`src/hw/rtl/qlct_pkg.sv`:
```
// shared types and constants for the quadratic level crossing timer
`timescale 1ns / 1ps
`default_nettype none
package qlct_pkg;

    localparam int VALUE_WIDTH_DEF = 32;
    localparam int FRAC_BITS_DEF   = 16;

    // configuration register indexes
    localparam int CFG_AW = 2;
    localparam logic [CFG_AW-1:0] CFG_LEVEL    = 2'd0;
    localparam logic [CFG_AW-1:0] CFG_INIT_POS = 2'd1;
    localparam logic [CFG_AW-1:0] CFG_EVENT    = 2'd2;

    // input kinds
    localparam logic OPC_UPDATE = 1'b0;
    localparam logic OPC_FIRE   = 1'b1;

    typedef enum logic [1:0] {
        UOP_MUL,
        UOP_DIV,
        UOP_SQRT
    } unit_op_t;

    typedef struct packed {
        logic     start;
        unit_op_t op;
    } unit_req_t;

    typedef struct packed {
        logic busy;
        logic done;
    } unit_rsp_t;

    typedef enum logic [3:0] {
        ST_IDLE,
        ST_ADV_SQ,
        ST_ADV_LIN,
        ST_ADV_Q,
        ST_SLOPE,
        ST_PRED_D,
        ST_SQ_SLOPE,
        ST_SQ_DA,
        ST_SQRT,
        ST_ROOT1,
        ST_ROOT2,
        ST_PICK,
        ST_OUT
    } state_t;

endpackage
`default_nettype wire

```
`src/hw/rtl/quadratic_level_crossing_timer.sv`:
```
// top level: sequencer and datapath of the quadratic level crossing timer
// The block follows position + slope*t + accel*t^2/2 in signed fixed point
// and reports the time until it next reaches the crossing level.
// Input stream s_*: tuser is the kind (update or fire); tdata carries
// elapsed, new slope and new acceleration. Output stream m_*: one result
// transaction per input transaction, tdata = out value and next time,
// tuser = event fired and never flags.
// Configuration: cfg_we/cfg_addr/cfg_data, for the user to write only while
// the block is idle (the block itself does not enforce this); a write of the
// initial position also loads the position. All multiplies, divides and
// square roots run through one shared iterative unit. An update item in the
// worst case uses three multiplies for the advance, two for the discriminant,
// the root and two divides; a fire item with no sign change uses four
// multiplies; a fire with nothing scheduled goes straight to the output
// state. s_tready is high only in the idle state.
// After reset: position 0, slope 0, accel 0, nothing scheduled.
// The result waits in an output register while m_tready is low; the block
// may take the next input meanwhile but holds its next result until free.
`timescale 1ns / 1ps
`default_nettype none
module quadratic_level_crossing_timer #(
    parameter int VALUE_WIDTH = qlct_pkg::VALUE_WIDTH_DEF,
    parameter int FRAC_BITS   = qlct_pkg::FRAC_BITS_DEF
) (
    input  wire                                        clk,
    input  wire                                        rst_n,
    input  wire                                        s_tvalid,
    output logic                                       s_tready,
    // elapsed, new_slope, new_accel
    input  wire  [((3*VALUE_WIDTH+7)/8)*8-1:0]         s_tdata,
    // opcode
    input  wire  [0:0]                                 s_tuser,
    output logic                                       m_tvalid,
    input  wire                                        m_tready,
    // out_value, next_time
    output logic [((2*VALUE_WIDTH+7)/8)*8-1:0]         m_tdata,
    // event_fired, never
    output logic [1:0]                                 m_tuser,
    input  wire                                        cfg_we,
    input  wire  [qlct_pkg::CFG_AW-1:0]                cfg_addr,
    input  wire  [VALUE_WIDTH-1:0]                     cfg_data
);

    localparam int W    = VALUE_WIDTH;
    localparam int F    = FRAC_BITS;
    localparam int XW   = 3 * W;
    localparam int AW   = XW + 2;
    localparam int SN   = 2 * W + 2;
    localparam int NW   = W + 3;
    localparam int SQ_W = (2 * W - F > 64) ? 64 : 2 * W - F;

    function automatic logic [W-1:0] mag_w(input logic [W-1:0] v);
        mag_w = v[W-1] ? (~v + 1'b1) : v;
    endfunction

    function automatic logic [W-1:0] sat_w(input logic [AW-1:0] v);
        logic ok;
        ok = (&v[AW-1:W-1]) || !(|v[AW-1:W-1]);
        if (ok)
            sat_w = v[W-1:0];
        else if (v[AW-1])
            sat_w = {1'b1, {(W-1){1'b0}}};
        else
            sat_w = {1'b0, {(W-1){1'b1}}};
    endfunction

    function automatic logic [AW-1:0] sx(input logic [W-1:0] v);
        sx = {{(AW-W){v[W-1]}}, v};
    endfunction

    // state
    qlct_pkg::state_t state_reg, state_next;
    logic [W-1:0]  level_reg, level_next;
    logic [W-1:0]  event_reg, event_next;
    logic [W-1:0]  pos_reg, pos_next;
    logic [W-1:0]  slope_reg, slope_next;
    logic [W-1:0]  accel_reg, accel_next;
    logic [W-1:0]  tleft_reg, tleft_next;
    logic          never_reg, never_next;

    // per item working registers
    logic          fired_reg, fired_next;
    logic          fire_reg, fire_next;
    logic          started_reg, started_next;
    logic          lin_reg, lin_next;
    logic [W-1:0]  dt_reg, dt_next;
    logic [W-1:0]  in_slope_reg, in_slope_next;
    logic [W-1:0]  in_accel_reg, in_accel_next;
    logic [SQ_W-1:0] sqm_reg, sqm_next;
    logic [AW-1:0] acc_reg, acc_next;
    logic [W-1:0]  d_reg, d_next;
    logic [W:0]    s_reg, s_next;
    logic [W-1:0]  t1_reg, t1_next;
    logic [W-1:0]  t2_reg, t2_next;
    logic          ok1_reg, ok1_next;
    logic          ok2_reg, ok2_next;

    // output register
    logic          m_valid_reg, m_valid_next;
    logic [W-1:0]  o_value_reg, o_value_next;
    logic [W-1:0]  o_time_reg, o_time_next;
    logic          o_fired_reg, o_fired_next;
    logic          o_never_reg, o_never_next;

    // shared unit
    qlct_pkg::unit_req_t u_req;
    qlct_pkg::unit_rsp_t u_rsp;
    logic [XW-1:0] u_a, u_res;
    logic [W-1:0]  u_b;

    qlct_unit #(
        .W  (W),
        .XW (XW),
        .SN (SN)
    ) u_unit (
        .clk   (clk),
        .rst_n (rst_n),
        .req   (u_req),
        .a     (u_a),
        .b     (u_b),
        .rsp   (u_rsp),
        .res   (u_res)
    );

    // shared datapath terms
    logic [XW-1:0] sh_f, sh_f1, sh_fm1;
    logic [AW-1:0] t_f, t_f1, t_fm1;
    logic [AW-1:0] lin_sum, q_sum, slope_sum, d_sum, disc;
    logic [W-1:0]  slope_mag, accel_mag, d_mag, slope_new;
    logic          sign_change, due, op_done, disc_neg;
    logic [NW-1:0] nu, s_ext, num, num_mag;
    logic [W-1:0]  div_v, q_sat;
    logic          root_ok, q_nz, sq_hi;

    assign sh_f   = u_res >> F;
    assign sh_f1  = u_res >> (F + 1);
    assign sh_fm1 = u_res >> (F - 1);
    assign t_f    = {2'b00, sh_f};
    assign t_f1   = {2'b00, sh_f1};
    assign t_fm1  = {2'b00, sh_fm1};
    assign sq_hi  = |(sh_f >> SQ_W);

    assign slope_mag = mag_w(slope_reg);
    assign accel_mag = mag_w(accel_reg);
    assign d_mag     = mag_w(d_reg);

    assign lin_sum   = sx(pos_reg) + (slope_reg[W-1] ? (~t_f + 1'b1) : t_f);
    assign q_sum     = acc_reg + (accel_reg[W-1] ? (~t_f1 + 1'b1) : t_f1);
    assign slope_sum = sx(slope_reg) + (accel_reg[W-1] ? (~t_f + 1'b1) : t_f);
    assign slope_new = sat_w(slope_sum);
    assign sign_change = (slope_new != '0) && (slope_reg != '0)
                         && (slope_new[W-1] != slope_reg[W-1]);
    assign due       = !never_reg && (tleft_reg == dt_reg);
    assign d_sum     = sx(pos_reg) - sx(level_reg);
    assign disc      = (d_reg[W-1] ^ accel_reg[W-1]) ? (acc_reg + t_fm1) : (acc_reg - t_fm1);
    assign disc_neg  = disc[AW-1];
    assign op_done   = started_reg && u_rsp.done;

    // root numerator: -d for the linear case, -slope -/+ s otherwise
    assign nu    = ~{{(NW-W){slope_reg[W-1]}}, slope_reg} + 1'b1;
    assign s_ext = {2'b00, s_reg};
    always_comb
    begin
        if (lin_reg)
            num = ~{{(NW-W){d_reg[W-1]}}, d_reg} + 1'b1;
        else if (state_reg == qlct_pkg::ST_ROOT2)
            num = nu + s_ext;
        else
            num = nu - s_ext;
    end
    assign div_v   = lin_reg ? slope_reg : accel_reg;
    assign root_ok = (num != '0) && (div_v != '0) && (num[NW-1] == div_v[W-1]);
    assign num_mag = num[NW-1] ? (~num + 1'b1) : num;
    assign q_sat   = (|u_res[XW-1:W]) ? {W{1'b1}} : u_res[W-1:0];
    assign q_nz    = u_res != '0;

    // next state
    always_comb
    begin
        state_next = state_reg;
        unique case (state_reg)
            qlct_pkg::ST_IDLE:
                if (s_tvalid)
                begin
                    if (s_tuser[0] == qlct_pkg::OPC_FIRE && never_reg)
                        state_next = qlct_pkg::ST_OUT;
                    else
                        state_next = qlct_pkg::ST_ADV_SQ;
                end
            qlct_pkg::ST_ADV_SQ:
                if (op_done) state_next = qlct_pkg::ST_ADV_LIN;
            qlct_pkg::ST_ADV_LIN:
                if (op_done) state_next = qlct_pkg::ST_ADV_Q;
            qlct_pkg::ST_ADV_Q:
                if (op_done)
                begin
                    if (fire_reg)
                        state_next = qlct_pkg::ST_SLOPE;
                    else if (due)
                        state_next = qlct_pkg::ST_OUT;
                    else
                        state_next = qlct_pkg::ST_PRED_D;
                end
            qlct_pkg::ST_SLOPE:
                if (op_done)
                    state_next = sign_change ? qlct_pkg::ST_PRED_D : qlct_pkg::ST_OUT;
            qlct_pkg::ST_PRED_D:
                state_next = (accel_reg == '0) ? qlct_pkg::ST_ROOT1 : qlct_pkg::ST_SQ_SLOPE;
            qlct_pkg::ST_SQ_SLOPE:
                if (op_done) state_next = qlct_pkg::ST_SQ_DA;
            qlct_pkg::ST_SQ_DA:
                if (op_done)
                    state_next = disc_neg ? qlct_pkg::ST_PICK : qlct_pkg::ST_SQRT;
            qlct_pkg::ST_SQRT:
                if (op_done) state_next = qlct_pkg::ST_ROOT1;
            qlct_pkg::ST_ROOT1:
                if (op_done || (!started_reg && !root_ok))
                    state_next = lin_reg ? qlct_pkg::ST_PICK : qlct_pkg::ST_ROOT2;
            qlct_pkg::ST_ROOT2:
                if (op_done || (!started_reg && !root_ok))
                    state_next = qlct_pkg::ST_PICK;
            qlct_pkg::ST_PICK:
                state_next = qlct_pkg::ST_OUT;
            qlct_pkg::ST_OUT:
                if (!m_valid_reg || m_tready) state_next = qlct_pkg::ST_IDLE;
            default:
                state_next = qlct_pkg::ST_IDLE;
        endcase
    end

    // datapath and unit control
    always_comb
    begin
        level_next    = level_reg;
        event_next    = event_reg;
        pos_next      = pos_reg;
        slope_next    = slope_reg;
        accel_next    = accel_reg;
        tleft_next    = tleft_reg;
        never_next    = never_reg;
        fired_next    = fired_reg;
        fire_next     = fire_reg;
        started_next  = started_reg;
        lin_next      = lin_reg;
        dt_next       = dt_reg;
        in_slope_next = in_slope_reg;
        in_accel_next = in_accel_reg;
        sqm_next      = sqm_reg;
        acc_next      = acc_reg;
        d_next        = d_reg;
        s_next        = s_reg;
        t1_next       = t1_reg;
        t2_next       = t2_reg;
        ok1_next      = ok1_reg;
        ok2_next      = ok2_reg;
        m_valid_next  = m_valid_reg && !m_tready;
        o_value_next  = o_value_reg;
        o_time_next   = o_time_reg;
        o_fired_next  = o_fired_reg;
        o_never_next  = o_never_reg;
        u_req.start   = 1'b0;
        u_req.op      = qlct_pkg::UOP_MUL;
        u_a           = '0;
        u_b           = '0;

        unique case (state_reg)
            qlct_pkg::ST_IDLE:
                if (s_tvalid)
                begin
                    fire_next     = (s_tuser[0] == qlct_pkg::OPC_FIRE);
                    fired_next    = (s_tuser[0] == qlct_pkg::OPC_FIRE) && !never_reg;
                    dt_next       = (s_tuser[0] == qlct_pkg::OPC_FIRE) ? tleft_reg : s_tdata[W-1:0];
                    in_slope_next = s_tdata[2*W-1:W];
                    in_accel_next = s_tdata[3*W-1:2*W];
                end
            qlct_pkg::ST_ADV_SQ:
            begin
                u_req.op = qlct_pkg::UOP_MUL;
                u_a      = {{(XW-W){1'b0}}, dt_reg};
                u_b      = dt_reg;
                if (op_done)
                    sqm_next = sq_hi ? {SQ_W{1'b1}} : sh_f[SQ_W-1:0];
            end
            qlct_pkg::ST_ADV_LIN:
            begin
                u_req.op = qlct_pkg::UOP_MUL;
                u_a      = {{(XW-W){1'b0}}, dt_reg};
                u_b      = slope_mag;
                if (op_done)
                    acc_next = lin_sum;
            end
            qlct_pkg::ST_ADV_Q:
            begin
                u_req.op = qlct_pkg::UOP_MUL;
                u_a      = {{(XW-SQ_W){1'b0}}, sqm_reg};
                u_b      = accel_mag;
                if (op_done)
                begin
                    pos_next = sat_w(q_sum);
                    if (!fire_reg)
                    begin
                        slope_next = in_slope_reg;
                        accel_next = in_accel_reg;
                        // update lands on the due time: fire now
                        if (due)
                            tleft_next = '0;
                    end
                end
            end
            qlct_pkg::ST_SLOPE:
            begin
                u_req.op = qlct_pkg::UOP_MUL;
                u_a      = {{(XW-W){1'b0}}, dt_reg};
                u_b      = accel_mag;
                if (op_done)
                begin
                    slope_next = slope_new;
                    if (!sign_change)
                    begin
                        never_next = 1'b1;
                        tleft_next = '0;
                    end
                end
            end
            qlct_pkg::ST_PRED_D:
            begin
                d_next   = sat_w(d_sum);
                lin_next = (accel_reg == '0);
                ok1_next = 1'b0;
                ok2_next = 1'b0;
            end
            qlct_pkg::ST_SQ_SLOPE:
            begin
                u_req.op = qlct_pkg::UOP_MUL;
                u_a      = {{(XW-W){1'b0}}, slope_mag};
                u_b      = slope_mag;
                if (op_done)
                    acc_next = t_f;
            end
            qlct_pkg::ST_SQ_DA:
            begin
                u_req.op = qlct_pkg::UOP_MUL;
                u_a      = {{(XW-W){1'b0}}, d_mag};
                u_b      = accel_mag;
                if (op_done)
                    acc_next = disc;
            end
            qlct_pkg::ST_SQRT:
            begin
                u_req.op = qlct_pkg::UOP_SQRT;
                u_a      = acc_reg[XW-1:0] << F;
                if (op_done)
                    s_next = u_res[W:0];
            end
            qlct_pkg::ST_ROOT1, qlct_pkg::ST_ROOT2:
            begin
                u_req.op = qlct_pkg::UOP_DIV;
                u_a      = {{(XW-NW){1'b0}}, num_mag} << F;
                u_b      = mag_w(div_v);
                if (op_done)
                begin
                    if (state_reg == qlct_pkg::ST_ROOT1)
                    begin
                        ok1_next = q_nz;
                        t1_next  = q_sat;
                    end
                    else
                    begin
                        ok2_next = q_nz;
                        t2_next  = q_sat;
                    end
                end
            end
            qlct_pkg::ST_PICK:
            begin
                if (!ok1_reg && !ok2_reg)
                begin
                    never_next = 1'b1;
                    tleft_next = '0;
                end
                else
                begin
                    never_next = 1'b0;
                    if (ok1_reg && ok2_reg)
                        tleft_next = (t1_reg <= t2_reg) ? t1_reg : t2_reg;
                    else
                        tleft_next = ok1_reg ? t1_reg : t2_reg;
                end
            end
            qlct_pkg::ST_OUT:
                if (!m_valid_reg || m_tready)
                begin
                    m_valid_next = 1'b1;
                    o_fired_next = fired_reg;
                    o_value_next = fired_reg ? event_reg : '0;
                    o_time_next  = never_reg ? '0 : tleft_reg;
                    o_never_next = never_reg;
                end
            default:
                u_a = '0;
        endcase

        // one launch per arithmetic state, skipped when a root is rejected
        if (state_reg == qlct_pkg::ST_ADV_SQ || state_reg == qlct_pkg::ST_ADV_LIN
            || state_reg == qlct_pkg::ST_ADV_Q || state_reg == qlct_pkg::ST_SLOPE
            || state_reg == qlct_pkg::ST_SQ_SLOPE || state_reg == qlct_pkg::ST_SQ_DA
            || state_reg == qlct_pkg::ST_SQRT || state_reg == qlct_pkg::ST_ROOT1
            || state_reg == qlct_pkg::ST_ROOT2)
        begin
            if (!started_reg)
            begin
                if ((state_reg == qlct_pkg::ST_ROOT1 || state_reg == qlct_pkg::ST_ROOT2)
                    && !root_ok)
                begin
                    u_req.start = 1'b0;
                end
                else
                begin
                    u_req.start  = 1'b1;
                    started_next = 1'b1;
                end
            end
            else if (u_rsp.done)
            begin
                started_next = 1'b0;
            end
        end

        if (cfg_we)
        begin
            priority case (cfg_addr)
                qlct_pkg::CFG_LEVEL:    level_next = cfg_data;
                qlct_pkg::CFG_INIT_POS: pos_next   = cfg_data;
                qlct_pkg::CFG_EVENT:    event_next = cfg_data;
                default:                level_next = level_reg;
            endcase
        end
    end

    always_ff @(posedge clk or negedge rst_n)
    begin
        if (!rst_n)
        begin
            state_reg   <= qlct_pkg::ST_IDLE;
            level_reg   <= '0;
            event_reg   <= '0;
            pos_reg     <= '0;
            slope_reg   <= '0;
            accel_reg   <= '0;
            tleft_reg   <= '0;
            never_reg   <= 1'b1;
            started_reg <= 1'b0;
            m_valid_reg <= 1'b0;
        end
        else
        begin
            state_reg   <= state_next;
            level_reg   <= level_next;
            event_reg   <= event_next;
            pos_reg     <= pos_next;
            slope_reg   <= slope_next;
            accel_reg   <= accel_next;
            tleft_reg   <= tleft_next;
            never_reg   <= never_next;
            started_reg <= started_next;
            m_valid_reg <= m_valid_next;
        end
    end

    always_ff @(posedge clk)
    begin
        fired_reg    <= fired_next;
        fire_reg     <= fire_next;
        lin_reg      <= lin_next;
        dt_reg       <= dt_next;
        in_slope_reg <= in_slope_next;
        in_accel_reg <= in_accel_next;
        sqm_reg      <= sqm_next;
        acc_reg      <= acc_next;
        d_reg        <= d_next;
        s_reg        <= s_next;
        t1_reg       <= t1_next;
        t2_reg       <= t2_next;
        ok1_reg      <= ok1_next;
        ok2_reg      <= ok2_next;
        o_value_reg  <= o_value_next;
        o_time_reg   <= o_time_next;
        o_fired_reg  <= o_fired_next;
        o_never_reg  <= o_never_next;
    end

    assign s_tready = (state_reg == qlct_pkg::ST_IDLE);
    assign m_tvalid = m_valid_reg;
    assign m_tuser  = {o_never_reg, o_fired_reg};

    always_comb
    begin
        m_tdata          = '0;
        m_tdata[W-1:0]   = o_value_reg;
        m_tdata[2*W-1:W] = o_time_reg;
    end

    // nothing scheduled always means a zero time
    a_never_zero: assert property (@(posedge clk) disable iff (!rst_n)
        never_reg |-> tleft_reg == '0)
        else $error("schedule cleared with nonzero time");

    // the unit finishes only an operation the sequencer is waiting on
    a_done_owned: assert property (@(posedge clk) disable iff (!rst_n)
        u_rsp.done |-> started_reg)
        else $error("unit done without a pending operation");

    // no new launch while the unit is busy
    a_start_free: assert property (@(posedge clk) disable iff (!rst_n)
        u_req.start |-> !u_rsp.busy)
        else $error("unit started while busy");

    // a new result only comes out of the output state
    a_out_src: assert property (@(posedge clk) disable iff (!rst_n)
        $rose(m_valid_reg) |-> $past(state_reg == qlct_pkg::ST_OUT))
        else $error("result loaded outside output state");

endmodule
`default_nettype wire

```
`src/hw/rtl/qlct_unit.sv`:
```
// shared iterative unit: shift-add multiply, restoring divide, digit square root
`timescale 1ns / 1ps
`default_nettype none
module qlct_unit #(
    parameter int W  = qlct_pkg::VALUE_WIDTH_DEF,
    parameter int XW = 3 * qlct_pkg::VALUE_WIDTH_DEF,
    parameter int SN = 2 * qlct_pkg::VALUE_WIDTH_DEF + 2
) (
    input  wire                  clk,
    input  wire                  rst_n,
    input  wire qlct_pkg::unit_req_t req,
    input  wire  [XW-1:0]        a,
    input  wire  [W-1:0]         b,
    output qlct_pkg::unit_rsp_t  rsp,
    output logic [XW-1:0]        res
);

    localparam int RW = W + 3;
    localparam int CW = $clog2(XW + 1);

    logic               busy_reg, busy_next;
    logic               done_reg, done_next;
    qlct_pkg::unit_op_t op_reg, op_next;
    logic [CW-1:0]      cnt_reg, cnt_next;
    logic [XW-1:0]      x_reg, x_next;
    logic [W-1:0]       y_reg, y_next;
    logic [XW-1:0]      acc_reg, acc_next;
    logic [RW-1:0]      rem_reg, rem_next;

    logic [XW-1:0] mul_sum;
    logic [W:0]    div_trial, div_diff;
    logic          div_ge;
    logic [RW-1:0] sq_sh, sq_trial, sq_diff;
    logic          sq_ge;

    assign mul_sum   = acc_reg + (y_reg[0] ? x_reg : '0);
    assign div_trial = {rem_reg[W-1:0], x_reg[XW-1]};
    assign div_ge    = div_trial >= {1'b0, y_reg};
    assign div_diff  = div_trial - {1'b0, y_reg};
    assign sq_sh     = {rem_reg[RW-3:0], x_reg[SN-1:SN-2]};
    assign sq_trial  = {acc_reg[W:0], 2'b01};
    assign sq_ge     = sq_sh >= sq_trial;
    assign sq_diff   = sq_sh - sq_trial;

    always_comb
    begin
        busy_next = busy_reg;
        done_next = 1'b0;
        op_next   = op_reg;
        cnt_next  = cnt_reg;
        x_next    = x_reg;
        y_next    = y_reg;
        acc_next  = acc_reg;
        rem_next  = rem_reg;
        if (req.start && !busy_reg)
        begin
            busy_next = 1'b1;
            op_next   = req.op;
            x_next    = a;
            y_next    = b;
            acc_next  = '0;
            rem_next  = '0;
            unique case (req.op)
                qlct_pkg::UOP_MUL:  cnt_next = CW'(W);
                qlct_pkg::UOP_DIV:  cnt_next = CW'(XW);
                qlct_pkg::UOP_SQRT: cnt_next = CW'(SN / 2);
                default:            cnt_next = CW'(1);
            endcase
        end
        else if (busy_reg)
        begin
            unique case (op_reg)
                qlct_pkg::UOP_MUL:
                begin
                    acc_next = mul_sum;
                    x_next   = x_reg << 1;
                    y_next   = y_reg >> 1;
                end
                qlct_pkg::UOP_DIV:
                begin
                    rem_next = {2'b00, (div_ge ? div_diff : div_trial)};
                    acc_next = {acc_reg[XW-2:0], div_ge};
                    x_next   = x_reg << 1;
                end
                qlct_pkg::UOP_SQRT:
                begin
                    rem_next = sq_ge ? sq_diff : sq_sh;
                    acc_next = {acc_reg[XW-2:0], sq_ge};
                    x_next   = x_reg << 2;
                end
                default:
                begin
                    acc_next = acc_reg;
                end
            endcase
            cnt_next = cnt_reg - 1'b1;
            if (cnt_reg == CW'(1))
            begin
                busy_next = 1'b0;
                done_next = 1'b1;
            end
        end
    end

    always_ff @(posedge clk or negedge rst_n)
    begin
        if (!rst_n)
        begin
            busy_reg <= 1'b0;
            done_reg <= 1'b0;
            cnt_reg  <= '0;
            op_reg   <= qlct_pkg::UOP_MUL;
        end
        else
        begin
            busy_reg <= busy_next;
            done_reg <= done_next;
            cnt_reg  <= cnt_next;
            op_reg   <= op_next;
        end
    end

    always_ff @(posedge clk)
    begin
        x_reg   <= x_next;
        y_reg   <= y_next;
        acc_reg <= acc_next;
        rem_reg <= rem_next;
    end

    assign rsp.busy = busy_reg;
    assign rsp.done = done_reg;
    assign res      = acc_reg;

endmodule
`default_nettype wire

```
`config.mk`:
```
export PLATFORM = sky130hd
export DESIGN_NAME = quadratic_level_crossing_timer
export DESIGN_NICKNAME = d
export VERILOG_FILES = /design/src/hw/rtl/qlct_pkg.sv /design/src/hw/rtl/quadratic_level_crossing_timer.sv /design/src/hw/rtl/qlct_unit.sv
export SDC_FILE = /design/constraint.sdc
export NUM_CORES = 2
export LEC_CHECK = 0
export BUFFER_PORTS_ARGS = -buffer_cell sky130_fd_sc_hd__buf_4
export CORE_MARGIN = 1.5
export CORE_UTILIZATION = 45
export CTS_CLUSTER_SIZE = 40
export DETAILED_ROUTE_END_ITERATION = 16
export PLACE_DENSITY_LB_ADDON = 0.08
export SYNTH_ARGS = -nofsm -noshare
export SYNTH_HDL_FRONTEND = slang
export SYNTH_SLANG_ARGS = --single-unit
```
`constraint.sdc`:
```
create_clock -name clk -period 14.95 [get_ports clk]
set_input_delay 0 -clock clk [delete_from_list [all_inputs] [get_ports clk]]
set_output_delay 0 -clock clk [all_outputs]
set_load 0.05 [all_outputs]
```
# Yosys cells after proc, flatten, opt, wreduce, memory -nomap -nowiden

Cells that the tools add are included.

Bits in read-only memories: 0
Memories: 0
Latch bits: 0
Word-level logic and storage cells: 304
RAM bits: 0
Output and inout bits: 68
Register bits after elaboration: 909
Bits of input ports: 136

Div/mod/pow operators: 0
Multiply operators: 0
Bitwise gates (word level): 12
Reductions and logical operators: 92
Order comparisons: 3
Add/sub/neg operators: 21
Shift-type cells: 0
Multiplexer cells: 101
Eq/ne operators: 39

Operator list:

| operator                | count |
|---|---|
| $mux W32                | 32 |
| $mux W98                | 7 |
| $pmux W96 S6            | 1 |
| $add A98 B98 Y98        | 3 |
| $pmux W98 S3            | 1 |
| $mux W96                | 3 |
| $pmux W96 S3            | 1 |
| $reduce_and A67 Y1      | 3 |
| $reduce_or A67 Y1       | 3 |
| $add A98 B1 Y98 const B | 2 |
| $pmux W96 S2            | 1 |
| $add A32 B1 Y32 const B | 4 |
| $not A32 Y32            | 4 |
| $pmux W32 S4            | 1 |
| $add A35 B1 Y35 const B | 3 |
| $mux W35                | 3 |
| $not A35 Y35            | 3 |
| $add A98 B81 Y98        | 1 |
| $not A79 Y98            | 1 |
| $not A80 Y98            | 1 |
| $sub A98 B81 Y98        | 1 |
| $add A96 B96 Y96        | 1 |
| $pmux W32 S3            | 1 |
| $reduce_bool A32 Y1     | 3 |
| 52 further kinds        | 184 |

# Depth between registers and ports, before layout

Depth in word-level cells: 16
Depth in mapped cells: 30
Mapped depth without buffers: 26

# By module

Synthesis repeated with hierarchy kept, for this count alone.

Cell total of the unflattened synthesis: 11,513
Area total of the unflattened synthesis: 91,739.2 µm²

Modules (own cells, without submodules):

| module                         | cells each | area each (µm²) | sequential area each (µm²) | times used |
|---|---|---|---|---|
| quadratic_level_crossing_timer | 8,713      | 69,386.5        | 18,253.8                   | 1 |
| qlct_unit                      | 2,800      | 22,352.7        | 6,701.4                    | 1 |

# Worst setup path after synthesis

OpenSTA, ideal clock, no wires.

Path type: register to register
From: register s_reg[6]
To: register u_unit.x_reg[0] (enable)
Arrival time: 10.362 ns
Path slack: 4.013 ns
Buffers on the path: 1
Period minus slack after synthesis: 10.937 ns
Setup time: 0.576 ns
Data required time: 14.374 ns
Cell stages (with the launch flop): 24
Path through: edfxtp_1 -> or4_1 -> nor4_2 -> nand2_1 -> or4b_2 -> or2_2 -> or4_1 -> nand2_1 -> xnor2_1 -> ha_1 -> a21o_1 -> a21o_1 -> a21oi_1 -> nand2_1 -> a21o_1 -> or3_1 -> a41o_1 -> a21oi_1 -> nor3_1 -> or4_1 -> o22ai_1 -> buf_4 -> nor2_1 -> o211ai_1

Longest elaborated chain between the ends: 14
Elaborated cells on any way between the ends: 17
Those cells by class: add/sub (2); eq/ne (1); mux (5); reduce/logical (9)

RTL lines:

| element                                                                   | RTL line                                                                     | RTL |
|---|---|---|
| start: declaration                                                        | quadratic_level_crossing_timer.sv:92                                         | `logic [W:0] s_reg, s_next;` |
| start signal: assignment                                                  | quadratic_level_crossing_timer.sv:481                                        | `s_reg <= s_next;` |
| $sub A35 B33 Y35 or $add A35 B33 Y35 (tied branches)                      | quadratic_level_crossing_timer.sv:169, quadratic_level_crossing_timer.sv:167 |  |
| $mux W35 *                                                                | quadratic_level_crossing_timer.sv:166                                        | `else if (state_reg == qlct_pkg::ST_ROOT2)` |
| $mux W35 *                                                                | quadratic_level_crossing_timer.sv:164                                        | `if (lin_reg)` |
| $reduce_bool A35 Y1                                                       | quadratic_level_crossing_timer.sv:172                                        | `assign root_ok = (num != '0) && (div_v != '0) && (num[NW-1] == div_v[W-1]);` |
| $logic_and A1 B1 Y1                                                       | quadratic_level_crossing_timer.sv:172                                        |  |
| $logic_and A1 B1 Y1 *                                                     | quadratic_level_crossing_timer.sv:172                                        |  |
| $logic_not A1 Y1 *                                                        | quadratic_level_crossing_timer.sv:413                                        | `&& !root_ok)` |
| $logic_and A1 B1 Y1 *                                                     | quadratic_level_crossing_timer.sv:413                                        |  |
| $mux W1 *                                                                 | quadratic_level_crossing_timer.sv:412                                        | `if ((state_reg == qlct_pkg::ST_ROOT1 \|\| state_reg == qlct_pkg::ST_ROOT2)` |
| $mux W1 *                                                                 | quadratic_level_crossing_timer.sv:410                                        | `if (!started_reg)` |
| $mux W1 *                                                                 | quadratic_level_crossing_timer.sv:404                                        | `if (state_reg == qlct_pkg::ST_ADV_SQ \|\| state_reg == qlct_pkg::ST_ADV_LIN` |
| $logic_and A1 B1 Y1 *                                                     | qlct_unit.sv:55                                                              | `if (req.start && !busy_reg)` |
| $reduce_bool A3 Y1 (no source line) or $reduce_bool A2 Y1 (tied branches) | -                                                                            |  |
| $reduce_and A2 Y1 (no source line) *                                      | -                                                                            |  |
| end signal: assignment                                                    | qlct_unit.sv:125                                                             | `x_reg <= x_next;` |
| end: declaration                                                          | qlct_unit.sv:25                                                              | `logic [XW-1:0] x_reg, x_next;` |

Mark *: on every way between the ends. The rest lies on a longest branch, timed or not.
A chain may end at the register's enable or synchronous reset.

# Worst setup path in the final report

From: register u_unit.acc_reg[17] (netlist: u_unit.res[17])
To: register pos_reg[21]

Longest elaborated chain between the ends: 12
Elaborated cells on any way between the ends: 14
Those cells by class: add/sub (2); mux (7); bitwise (1); reduce/logical (4)

RTL lines:

| element                  | RTL line                              | RTL |
|---|---|---|
| start: declaration       | qlct_unit.sv:27                       | `logic [XW-1:0] acc_reg, acc_next;` |
| start signal: assignment | qlct_unit.sv:127                      | `acc_reg <= acc_next;` |
| $not A79 Y98             | quadratic_level_crossing_timer.sv:148 | `assign q_sum = acc_reg + (accel_reg[W-1] ? (~t_f1 + 1'b1) : t_f1);` |
| $add A98 B1 Y98          | quadratic_level_crossing_timer.sv:148 |  |
| $mux W98 *               | quadratic_level_crossing_timer.sv:148 |  |
| $add A98 B98 Y98 *       | quadratic_level_crossing_timer.sv:148 |  |
| $reduce_or A67 Y1        | quadratic_level_crossing_timer.sv:58  | `ok = (&v[AW-1:W-1]) \|\| !(\|v[AW-1:W-1]);` |
| $logic_not A1 Y1         | quadratic_level_crossing_timer.sv:58  |  |
| $logic_or A1 B1 Y1       | quadratic_level_crossing_timer.sv:58  |  |
| $mux W32 *               | quadratic_level_crossing_timer.sv:59  | `if (ok)` |
| $mux W32 *               | quadratic_level_crossing_timer.sv:297 | `if (op_done)` |
| $mux W32 *               | quadratic_level_crossing_timer.sv:266 | `unique case (state_reg)` |
| $mux W32                 | quadratic_level_crossing_timer.sv:431 | `priority case (cfg_addr)` |
| $mux W32 *               | quadratic_level_crossing_timer.sv:429 | `if (cfg_we)` |
| via pos_next[21]         | quadratic_level_crossing_timer.sv:75  | `logic [W-1:0] pos_reg, pos_next;` |
| end signal: assignment   | quadratic_level_crossing_timer.sv:460 | `pos_reg <= pos_next;` |
| end: declaration         | quadratic_level_crossing_timer.sv:75  |  |

Mark *: on every way through the listed nets, which the timed path passes. The rest lies on a longest branch.

==> qor.csv <==
metric;value;unit
p_leak;0.04203;uW
critPathLaunch;u_unit.res[17];
ir_drop;159.9;uV
layout.nets;12440;
synth_area;93310;sq um
ant_nets;0;
layout_min_cycle_time;11.44;ns
pwr-share-comb;69.4;%
tightest_slew;1.458;ns
cp_common_cell;nand3_1;
setup_ws;3.508;ns
pre_cts_ws;4.343;ns
io_buffer_count;203;
switchingPower;12680;uW
drv_cap;0;
area_growth;11.76;%
p_seq_share;18.5;%
drt_iter0_drc;11390;
cts_buffers;109;
tns;0;ns
clock_sinks;909;
route.final.wire_length;458500;um
antenna_found_initial;20;
syn-num-nets;12320;
p_clk_share;12.1;%
largest_reg_flops;98;
critPathBufInv;3;
layout_commonest_cell;nand2_1;
gp_congestion;1.064;
relSlewSlack;2.425;%
yosysSeqAreaShare;26.75;%
num_io_pins;204;
syn_inst;11510;
wl_per_cell;31.80;um
outcome;completed;
worstSkewPairLatency;0.84;ns
dr_total_vias;96360;
synth_async_sr_flop_share;23.10;%
clock-root-buffer;clkbuf_16;
finalCritPeriodShare;76.54;%
ys_types;122;
clk_pin_slew;0.06;ns
crit_fanout;19;
grtUsageTotal;41.90;%
core-area;205400;sq um
p_per_area;225.7;nW/um^2
ys_ff_latch;909;
nFillCells;19710;
cp_slowest_stage_delay;0.92;ns
swShare;53.89;%
overflow;0;
die_h;458.4;um
clk_path_buf_depth;3;
path_class;flop to flop;
drive_gt1_share;8.378;%
skew;0.1008;ns
syn_area_per_cell;8.109;sq um
viasPerCell;6.683;
htree_levels;3;
tritoncts;done;
yosysWarnings;0;
p_total;23540;uW
die_area;210100;sq um
cp-start-kind;flop;
arrival;12.14;ns
slowest_stage;nor4_1;
dp_hpwl;358600;um
start_util;45.42;%
min_from;cfg_data[30];
hold_viol_final;0;
dr.pass1.iters;10;
synthFlopType;edfxtp_1;
cp.required;15.64;ns
die_x;458.4;um
final_cell_mix;nand2_1 (1,060), a21oi_1 (931), o21ai_0 (853);
end_kind;flop;
report.final.slew_viol_count;0;
cts_resized;0;
hold_path.class;primary input to flop;
grt_pass1_vias;91050;
grt_max_degree;147;
max_freq;87.39;MHz
synth-edff-count;570;
path_delay_family;simple AND/OR/NAND/NOR gates;
r2r-start;u_unit.res[17];
rows;166;
grt_pass1_wl;649000;um
intPower;10850;uW
drc_errors;0;
rsz0062_at_grt;no;
setup_viol;0;
synth_stat cells, drive strengths merged, types with 63 or more instances:
cell	n	share of area (%)
edfxtp	570	18
nor2	765	3.1
o31ai	75	0.61
xor2	399	3.7
mux2i	179	1.9
or3	132	0.90
buf	120	0.66
and3	83	0.56
clkbuf	613	2.5
a221oi	72	0.68
or2	87	0.58
nand4	242	1.6
a211oi	179	1.5
nor3	226	1.2
o21a	115	0.93
o21ai	886	4.8
ha	673	9.0
a21oi	935	5.0
mux2	109	1.3
nor2b	128	0.86
nor4	130	0.91
o22ai	63	0.62
a22oi	107	0.86
a21o	403	3.2
dfrtp	209	5.6
nand3	327	1.8
inv	363	1.5
nand2b	123	0.82
or4	63	0.51
xnor2	702	6.6
o21bai	120	0.97
a31oi	123	0.85
and2	210	1.4
dfxtp	129	2.8
nand2	1062	4.3
o211ai	89	0.72
area by class of cell:
cell class              instances  area, sq um  area share, %
multi-input cells            9499        64380          61.74
flip-flops and latches        909        24970          23.94
repair buffers                740         6424          6.160
well taps                    2688         3363          3.225
clock buffers                 148         3057          2.931
inverters                     365         1370          1.314
clock inverters                60        698.2         0.6695
diodes                         10        25.02        0.02400
logic make-up after synthesis:
group / synth area share (%)
flip-flops: 26.75
XOR/XNOR: 10.34
multiplexers: 3.236
adder cells (fa/ha/maj): 9.250
AO/OA/AOI/OAI: 25.85
AND/OR/NAND/NOR: 19.98
buffers and inverters: 4.598
worst min-delay path: stages:
cell	delay, ns
dlygate4sd3_1	0.53
buf_4	0.13
nand2_1	0.04
o21ai_0	0.06
power by group through the flow:
stage / sequential (uW) / clock [uW] / combinational (uW)
after CTS: 4310 / 2860 / 15800
after global routing: 4370 / 2940 / 17300
after detailed placement: 4350 / 0 / 15600
final: 4360 / 2840 / 16300
after global placement: 4330 / 0 / 15500
after floorplan: 3880 / 0 / 10900
stage by stage:
step                instances  cell area [sq um]  hold slack, ns  util (%)
finish                  14420             104300         0.02365     50.77
global route            14410             104300         0.03370     50.76
CTS                     14410             104200        0.002578     50.75
detailed placement      13870              97200          0.1067     47.32
global placement        13870              97200          0.1046     47.32
floorplan               11510              93310         -0.2956         -
per-layer routing:
layer,GRT usage [%],up-vias,routed length [um],share of wire (%)
li1,-,42900,-,-
met1,50.14,46820,173600,38
met2,65.82,5218,201100,44
met3,7.166,1412,37370,8.2
met4,34.84,10,46410,10
met5,0,-,72,0.016
worst paths after layout:
check / cells after the start / endpoint / slack, ns
max: 27 / pos_reg[21] / 3.51
min: 4 / level_reg[30] / 0.02
max reg2reg: 27 / pos_reg[21] / 3.51
min reg2reg: 1 / accel_reg[19] / 0.48
max in group asynchronous: 5 / slope_reg[31] / 13.04
min in group asynchronous: 4 / tleft_reg[15] / 0.29
repair_timing:
action	CTS	global route
buffers inserted	0	0
hold buffers	327	0
hold endpoints to repair	344	0
Power figures use the tool's default switching activity.
